`config.mk`:
```
export PLATFORM = sky130hd
export DESIGN_NAME = spp_div
export DESIGN_NICKNAME = d
export VERILOG_FILES = /design/src/design/spp_div.sv
export SDC_FILE = /design/constraint.sdc
export NUM_CORES = 1
export LEC_CHECK = 0
export ABC_AREA = 1
export BUFFER_PORTS_ARGS = -buffer_cell sky130_fd_sc_hd__buf_2
export CAP_MARGIN = 20
export CORE_AREA = 5 5 131 133
export CTS_BUF_LIST = sky130_fd_sc_hd__clkbuf_4
export DETAILED_ROUTE_END_ITERATION = 10
export DIE_AREA = 0 0 136 138
export GPL_TIMING_DRIVEN = 0
export PLACE_DENSITY = 0.75
export SLEW_MARGIN = 15
export SYNTH_ARGS = -nofsm -noshare
export SYNTH_HDL_FRONTEND = slang
export SYNTH_SLANG_ARGS = --single-unit
```
`constraint.sdc`:
```
create_clock -name i_clk -period 2 [get_ports i_clk]
set_input_delay 0.2 -clock i_clk [delete_from_list [all_inputs] [get_ports i_clk]]
set_output_delay 0.2 -clock i_clk [all_outputs]
set_load 0.005 [all_outputs]
```
`src/design/spp_div.sv`:
```
// Pipelined restoring unsigned divider, one quotient bit per stage.
// No package dependency.
`default_nettype none

module spp_div #(
    parameter int NW = 8,
    parameter int DW = 8
) (
    input  wire logic          i_clk,
    input  wire logic          i_en,
    input  wire logic [NW-1:0] i_num,
    input  wire logic [DW-1:0] i_den,
    output logic      [NW-1:0] o_quo
);

    logic [DW-1:0] r_rem [NW];
    logic [NW-1:0] r_nq  [NW];
    logic [DW-1:0] r_den [NW];
    logic [DW-1:0] n_rem [NW];
    logic [NW-1:0] n_nq  [NW];
    logic [DW-1:0] n_den [NW];

    always_comb begin
        logic [DW-1:0] rem_in;
        logic [NW-1:0] nq_in;
        logic [DW:0]   trial;
        logic [DW:0]   diff;
        for (int k = 0; k < NW; k++) begin
            if (k == 0) begin
                rem_in   = '0;
                nq_in    = i_num;
                n_den[k] = i_den;
            end else begin
                rem_in   = r_rem[k-1];
                nq_in    = r_nq[k-1];
                n_den[k] = r_den[k-1];
            end
            trial = {rem_in, nq_in[NW-1]};
            diff  = trial - {1'b0, n_den[k]};
            if (trial >= {1'b0, n_den[k]}) begin
                n_rem[k] = diff[DW-1:0];
                n_nq[k]  = {nq_in[NW-2:0], 1'b1};
            end else begin
                n_rem[k] = trial[DW-1:0];
                n_nq[k]  = {nq_in[NW-2:0], 1'b0};
            end
        end
    end

    always_ff @(posedge i_clk) begin
        if (i_en) begin
            for (int k = 0; k < NW; k++) begin
                r_rem[k] <= n_rem[k];
                r_nq[k]  <= n_nq[k];
                r_den[k] <= n_den[k];
            end
        end
    end

    assign o_quo = r_nq[NW-1];

endmodule

`default_nettype wire

```
After elaboration in Yosys (flattened, before gate mapping)
Memories as Yosys holds them, arrays and structs flattened.
Cells that the tools add are included.

cells by class
  $add $sub $neg = 8
  order comparisons = 8
  muxes and demuxes = 18

operator list
  kind         count
  $mux 8       8
  $ge 9x8->1   7
  $sub 8x8->8  7
  $mux 1       10
  $ge 1x8->1   1
  $sub 1x8->8  1

storage, ports and cells
  register bits after elaboration = 0
  RAM bits = 192
  bits of input ports = 18
  memories = 3

memories
  name   depth  width  read ports  clocked after Yosys merged registers in  wr ports  line  source
  r_den  8      8      7           0                                        8         18    logic [DW-1:0] r_den [NW];
  r_nq   8      8      8           0                                        8         17    logic [NW-1:0] r_nq [NW];
  r_rem  8      8      7           0                                        8         16    logic [DW-1:0] r_rem [NW];

Depth between registers and ports, before layout
Gate-level depths: netlist of run 1.

  depth after elaboration = 2
  mapped depth = 11
  gate-level depth less buffers = 11

Worst setup path before layout of run 1
No wires, ideal clock.

  path kind = register to register
  start point = mem r_rem[3][1]
  end point = mem r_rem[4][7] (data pin)
  arrival = 1449 ps
  data required time = 1748 ps
  slack = 298 ps
  cell stages (with the launch flop) = 9
  cells stage by stage = edfxtp_1 > ha_1 > or2_1 > nand3b_1 > nand2_1 > nand2_2 > nand2_4 > nand2_1 > nand2_1

RTL lines
  element          line
  start, declared  16

==> results.py, run 1 <==
metrics = {
    "logic_synthesis": {
        "synth_area_mm2": 0.00917,
        "ys_seq_area_frac": 0.576,
        "async_flop_share": 0,
        "synth_fp_nets": 990,
        "yosys-top-cells-area": "edfxtp_1 58%, nand2_1 11%, ha_1 7.9%, inv_1 6.3%, nand3_1 4.9%",
        "synth_cell_type_count": 29,
        "synth-edff-count": 176,
        "yosysMostFrequentCell": "nand2_1",
        "syn_avg_cell_area_um2": 10.1,
        "synth_top_area_cell": "edfxtp_1",
        "netlist_instances": 908,
        "yosys_warnings": 0,
        "yosysTopAreaCellShare": 0.576,
        "synth-seq-cells": 176,
        "ys_top_cells_by_count": "262 x nand2_1, 176 x edfxtp_1, 155 x inv_1, 89 x nand3_1, 58 x ha_1",
        "ys.flop_type": "edfxtp_1",
    },
    "setup_path": {
        "start_kind": "flip-flop",
        "ff2ff_setup_slack_ns": 0.09,
        "critPathArrivalTime_ns": 2.25,
        "cp-startpoint": "r_den[1][6]",
        "r2r_start": "r_den[1][6]",
        "crit_end": "r_nq[0][16]",
        "worstSetupPathType": "reg2reg",
        "reg2reg_to": "r_nq[0][16]",
        "worstPathRequired_ns": 2.34,
        "reg2reg_depth": 9,
        "cp-end-kind": "flip-flop",
        "cp_max_fo": 6,
    },
    "power_and_ir_drop": {
        "p_comb_frac": 0.335,
        "switching_power_mw": 3.69,
        "total_power_mw": 10.8,
        "clockPowerShare": 0.197,
        "leakagePower_nw": 4.82,
        "ir_drop_uv": 447,
        "intPower_mw": 7.13,
        "pwr-share-seq": 0.468,
        "switching_share": 0.341,
        "power_density_mw_per_mm2": 1050,
    },
    "route": {
        "drc": 0,
        "wl_um": 16100,
        "num_vias": 6163,
        "viasPerCell": 5.05,
        "ant_nets": 0,
        "wire_per_inst_um": 13.2,
        "firstDrtPassIters": 6,
        "dr.first_iter.drc_count": 296,
    },
    "clocking": {
        "cts_tree": "yes",
        "clock_path_buffers": 2,
        "cts_buffers": 17,
        "clkSinkCount": 176,
        "clk_pin_slew_ns": 0.15,
        "cts-htree-levels": 4,
        "cts-root-buf": "clkbuf_4",
        "clk_latency_ns": 0.58,
    },
    "global_routing": {
        "antenna_found_initial": 1,
        "grt_pass1_vias": 5988,
        "grt_max_degree": 100,
        "grt-ovfl-total": 0,
        "track_usage": 0.169,
        "grt_first_pass_wirelength_um": 25600,
    },
    "timing": {
        "fmax_mhz": 522,
        "min_period_ns": 1.91,
        "worst_pin_slew_ns": 0.623,
        "fin_crit_sh": 0.957,
        "finalClockSkew_ns": 0.0232,
        "hold_viol_final": 0,
        "setup_viol": 0,
        "slew_viol_final": 0,
        "slew_headroom": 0.581,
        "worst_slack_ns": 0.0860,
    },
    "die": {
        "die-area_mm2": 0.0188,
        "die_width_um": 136,
        "rows": 46,
        "start_util": 0.583,
        "io_pins": 26,
        "core_mm2": 0.0157,
        "die_h_um": 138,
    },
    "finish": {
        "regArea_mm2": 0.00529,
        "area_growth_pct": 12.8,
        "fin_cells": 1221,
        "fin_util": 0.658,
        "multi_input_area_mm2": 0.00331,
        "drive_above_1_share": 0.140,
        "final_nets": 1073,
        "fin_area_mm2": 0.0103,
        "fillers": 1212,
    },
    "placed_design": {
        "place.gp.congestion": 0.920,
        "placed_area_mm2": 0.00960,
        "port_buffers": 25,
        "dp_cells": 1150,
        "dpl_worst_slack_ns": -0.0204,
        "dp_hpwl_um": 11200,
    },
    "job": {
        "maxCapViolCount": 0,
    },
    "min_path": {
        "hold_path_class": "in2reg",
    },
    "outcome": {
        "status": "finished clean",
    },
}
layout by cell type, fill, tap and decap left out, types with 2 or more instances in the layout:
| master | instances |
|---|---|
| a21oi_1 | 24 |
| a21oi_2 | 4 |
| and2_1 | 2 |
| buf_2 | 25 |
| buf_4 | 29 |
| buf_6 | 2 |
| bufinv_16 | 3 |
| clkbuf_4 | 20 |
| clkinv_1 | 4 |
| clkinv_4 | 2 |
| clkinvlp_4 | 2 |
| dlygate4sd3_1 | 16 |
| edfxtp_1 | 176 |
| fa_1 | 6 |
| ha_1 | 49 |
| ha_2 | 6 |
| ha_4 | 3 |
| inv_1 | 155 |
| inv_6 | 3 |
| nand2_1 | 259 |
| nand2_2 | 11 |
| nand2_4 | 10 |
| nand2_8 | 2 |
| nand3_1 | 88 |
| nand3b_1 | 4 |
| nand4_1 | 14 |
| nor2_1 | 37 |
| nor2_2 | 8 |
| nor2_4 | 3 |
| nor3_1 | 4 |
| nor3_2 | 3 |
| o21ai_0 | 2 |
| or2_0 | 2 |
| xnor2_1 | 7 |
| xor2_1 | 11 |
per-layer routing:
metal | vias to the layer above | wire [um] | GRT usage | part of all wire
met2 | 114 | 9230 | 0.332 | 0.57
li1 | 3167 | - | - | -
met4 | 0 | 620 | 0.0822 | 0.039
met3 | 50 | 415 | 0.0363 | 0.026
met5 | - | 0 | 0 | 0
met1 | 2832 | 5800 | 0.163 | 0.36
cell type report:
class | count | area share
clock buffer | 20 | 0.0145
antenna | 1 | 0.000242
timing repair buffer | 60 | 0.0443
multi-input combinational | 564 | 0.321
sequential | 176 | 0.511
buffer | 14 | 0.0106
tap | 216 | 0.0261
clock inverter | 12 | 0.0152
inverter | 158 | 0.0574
kinds of logic after synthesis:
logic type / Yosys count / synth area share
AND/OR/NAND/NOR: 445 / 0.218
flip-flops: 176 / 0.576
buffers and inverters: 173 / 0.0772
adder cells (fa/ha/maj): 64 / 0.0923
AO/OA/AOI/OAI: 32 / 0.0191
XOR/XNOR: 18 / 0.0172
power by group through the flow:
stage          clock, mW  sequential, mW  combinational [mW]
2_1_floorplan          0            5.06                2.66
6_report            2.13            5.07                3.62
3_5_place_dp           0            5.14                3.37
5_1_grt             2.35            5.12                4.11
3_3_place_gp           0            5.14                3.26
4_1_cts             2.19            5.05                3.42
state kept, by name (all words and copies together), names as in the netlist:
register  count
r_den        56
r_nq         64
r_rem        56
critical path: stages, from the launching register on:
cell and delay (ns):
edfxtp_1 0.40, inv_1 0.08, ha_2 0.30, nand2_1 0.08, nand2_1 0.07, nand2_1 0.07
nand2_1 0.13, nor2_4 0.25, nand2_2 0.14, buf_4 0.16
what timing repair did:
action | in CTS | in global routing
pin swaps | 0 | 7
gates resized for setup | 1 | 23
hold endpoints to repair | 19 | 0
cloned | 0 | 5
buffers inserted | 0 | 18
endpoints found under the setup margin | 8 | 48
hold buffers | 16 | 0
through the flow:
stage	TNS [ns]	hold WS, ns
finish	0	0.104
global route	-0.0804	0.0789
CTS	0	0.0645
detailed placement	-0.0372	0.378
global placement	-257.23	0.377
floorplan	0	0.299
worst min path at each step:
stage,start,to,slack [ns],depth (start not counted)
final,i_en,r_rem[1][2],0.10,1
after global routing,i_en,r_den[1][0],0.08,1
after CTS,i_en,r_rem[1][2],0.06,1
after detailed placement,i_num[4],r_nq[0][5],0.38,1
after global placement,i_num[6],r_nq[0][7],0.38,1
after floorplan,i_den[0],r_den[0][0],0.30,0
No activity file was read; power rests on OpenSTA's default activity.
==> run 2, diff against run 1 <==
==> config.mk (replaced) <==
export PLATFORM = sky130hd
export DESIGN_NAME = spp_div
export DESIGN_NICKNAME = d
export VERILOG_FILES = /design/src/design/spp_div.sv
export SDC_FILE = /design/constraint.sdc
export NUM_CORES = 1
export LEC_CHECK = 0
export ABC_AREA = 0
export BUFFER_PORTS_ARGS = -buffer_cell sky130_fd_sc_hd__buf_2
export CAP_MARGIN = 20
export CORE_AREA = 5 5 125 127
export CTS_BUF_LIST = sky130_fd_sc_hd__clkbuf_4
export DETAILED_ROUTE_END_ITERATION = 10
export DIE_AREA = 0 0 130 132
export GPL_TIMING_DRIVEN = 0
export PLACE_DENSITY = 0.76
export SLEW_MARGIN = 15
export SYNTH_ARGS = -nofsm -noshare
export SYNTH_HDL_FRONTEND = slang
export SYNTH_SLANG_ARGS = --single-unit
==> run 2 against run 1 <==
The run now ends with setup timing left; first-iteration DRC count is 13% lower; power is 8.9% higher; via count is 15% lower; flip-flop and latch count stayed put; worst setup slack worse by 0.32 ns; global-route usage is 1.1 points higher; count of clock-buffer cells in the layout is 2 lower; synthesized area is 9.0% lower; largest power group unchanged; synthesized cell count is 32% lower; critical endpoint is now r_rem[4][6]; cell count is 21% lower.
==> results.py, run 2 <==
metrics = {
    "setup_path": {
        "critPathArrivalTime_ns": 2.56,
        "cp-end-kind": "flip-flop",
        "reg2reg_depth": 8,
        "path_buf_inv": 0,
        "r2r_start": "r_den[3][0]",
        "worstSetupPathType": "reg2reg",
        "slowest_delay_ns": 0.45,
        "cp_num_cells": 8,
        "cp_max_fo": 2,
        "worstPathRequired_ns": 2.32,
        "cpMaxStageDelayCell": "edfxtp_1",
        "crit_chain": "ha_4 > fa_2 > nor2b_2 > o21ai_2 > a21boi_2 > nor4_1 > a311o_1 > mux2_2",
        "cp-startpoint": "r_den[3][0]",
        "critical-path-top-delay-family": "adder cells",
        "start_kind": "flip-flop",
        "ff2ff_setup_slack_ns": -0.23,
    },
    "finish": {
        "fillers": 804,
        "fin_cells": 959,
        "final_cell_mix": "176 x edfxtp_1, 80 x buf_4, 63 x inv_1",
        "area_growth_pct": 29.0,
        "top_register": "r_nq",
        "final_nets": 844,
        "top_regs": "r_nq: 64 flops, r_den: 56 flops, r_rem: 56 flops",
        "fin_util": 0.751,
        "regArea_mm2": 0.00529,
        "diodes": 0,
        "multi_input_area_mm2": 0.00347,
        "fin_area_mm2": 0.0108,
        "final_common_cell": "edfxtp_1",
        "drive_above_1_share": 0.400,
        "largest_reg_flops": 64,
    },
    "logic_synthesis": {
        "ys_seq_area_frac": 0.634,
        "ys.flop_type": "edfxtp_1",
        "synth_area_mm2": 0.00834,
        "synth-seq-cells": 176,
        "syn_avg_cell_area_um2": 13.6,
        "netlist_instances": 615,
        "synth-edff-count": 176,
        "yosysMostFrequentCell": "edfxtp_1",
        "yosysTopAreaCellShare": 0.634,
        "yosys_warnings": 0,
        "synth_top_area_cell": "edfxtp_1",
        "ys_top_cells_by_count": "176 x edfxtp_1, 86 x inv_1, 58 x ha_1, 42 x nor2_1, 38 x a21oi_1",
        "async_flop_share": 0,
        "synth_fp_nets": 697,
        "yosys-top-cells-area": "edfxtp_1 63%, ha_1 8.7%, inv_1 3.9%, mux2_2 2.6%, a21oi_1 2.3%",
        "synth_cell_type_count": 45,
    },
    "timing": {
        "min_period_ns": 2.23,
        "slew_headroom": 0.631,
        "rsz0062_at_grt": "true",
        "fin_crit_sh": 1.12,
        "fin_tns_setup_ns": -4.10,
        "hold_viol_final": 0,
        "worst_slack_ns": -0.233,
        "fmax_mhz": 448,
        "slew_viol_final": 0,
        "finalClockSkew_ns": 0.0145,
        "setup_viol": 37,
        "worst_pin_slew_ns": 0.554,
    },
    "power_and_ir_drop": {
        "clockPowerShare": 0.163,
        "switching_power_mw": 3.59,
        "ir_drop_uv": 433,
        "leakagePower_nw": 4.29,
        "switching_share": 0.305,
        "intPower_mw": 8.20,
        "power_density_mw_per_mm2": 1100,
        "p_comb_frac": 0.401,
        "pwr-share-seq": 0.436,
    },
    "route": {
        "firstDrtPassIters": 4,
        "wire_per_inst_um": 16.4,
        "num_vias": 5223,
        "viasPerCell": 5.45,
        "drc": 0,
        "wl_um": 15700,
        "ant_nets": 0,
        "dr.first_iter.drc_count": 259,
    },
    "clocking": {
        "clk_latency_ns": 0.56,
        "cts_buffers": 17,
        "clock_path_buffers": 2,
        "clk_pin_slew_ns": 0.14,
        "cts-root-buf": "clkbuf_4",
        "cts-htree-levels": 4,
        "cts_tree": "yes",
        "clkSinkCount": 176,
    },
    "outcome": {
        "violations": "setup timing",
        "status": "finished, violations left",
    },
    "global_routing": {
        "grt_pass1_vias": 5393,
        "grt_first_pass_wirelength_um": 24200,
        "grt_max_degree": 105,
        "grt-ovfl-total": 0,
        "track_usage": 0.180,
        "antenna_found_initial": 0,
    },
    "die": {
        "io_pins": 26,
        "die_width_um": 130,
        "die_h_um": 132,
        "rows": 44,
        "start_util": 0.583,
        "die-area_mm2": 0.0172,
        "core_mm2": 0.0143,
    },
    "placed_design": {
        "dp_hpwl_um": 8970,
        "dp_cells": 825,
        "place.gp.congestion": 0.882,
        "placed_area_mm2": 0.00883,
        "dpl_worst_slack_ns": -0.343,
        "port_buffers": 25,
    },
    "min_path": {
        "hold_start": "i_en",
        "hold_path_class": "in2reg",
        "hold_depth": 1,
    },
    "job": {
        "maxCapViolCount": 0,
    },
}
-- run 2: changes by cell type in the layout (fill, tap and decap cells not counted), moves of 24 or more --
cell	previous run	this run
nand2_1	259	12
ha_4	3	31
buf_4	29	80
nand3_1	88	1
inv_2	0	24
inv_1	155	63
-- run 2: power groups by stage --
stage	Sequential (mW)	Clock, mW	Combinational, mW
final	5.14	1.92	4.72
after global routing	5.19	2.16	5.10
after CTS	5.11	1.99	3.91
after detailed placement	5.15	0	3.02
after global placement	5.13	0	2.84
after floorplan	5.07	0	2.38
-- run 2: cell type report --
type	count	area share
sequential	176	0.491
multi-input combinational	340	0.323
timing repair buffer	128	0.0981
inverter	87	0.0304
tap	184	0.0214
clock inverter	14	0.0133
clock buffer	18	0.0126
buffer	12	0.0101
-- run 2: metal layers --
layer / share of wire / vias to the layer above / track usage
li1: - / 2521 / -
met5: 0 / - / 0
met1: 0.34 / 2540 / 0.167
met2: 0.60 / 115 / 0.352
met4: 0.037 / 0 / 0.0889
met3: 0.031 / 47 / 0.0462
-- run 2: worst paths after layout --
kind	to
setup / recovery	r_rem[4][6]
hold / removal	r_den[0][4]
setup reg to reg	r_rem[4][6]
hold reg to reg	r_nq[1][3]
-- run 2: what timing repair did --
action	4_1_cts	5_1_grt
pin swaps	41	35
endpoints found under the setup margin	52	50
buffers inserted	50	33
hold endpoints to repair	20	0
hold buffers	16	0
resized for setup	102	69
gates cloned	2	1
-- run 2: kinds of logic after synthesis --
logic type | count (synthesis) | synth area share
AO/OA/AOI/OAI | 128 | 0.0993
XOR/XNOR | 23 | 0.0242
adder cells (fa/ha/maj) | 64 | 0.101
buffers and inverters | 99 | 0.0486
flip-flops | 176 | 0.634
multiplexers | 25 | 0.0329
AND/OR/NAND/NOR | 100 | 0.0599
-- run 2: metrics by stage --
stage / power (mW) / hold WS [ns]
floorplan: 7.46 / 0.299
global placement: 7.97 / 0.376
detailed placement: 8.17 / 0.378
CTS: 11.0 / 0.0559
global route: 12.5 / 0.0472
finish: 11.8 / 0.0817
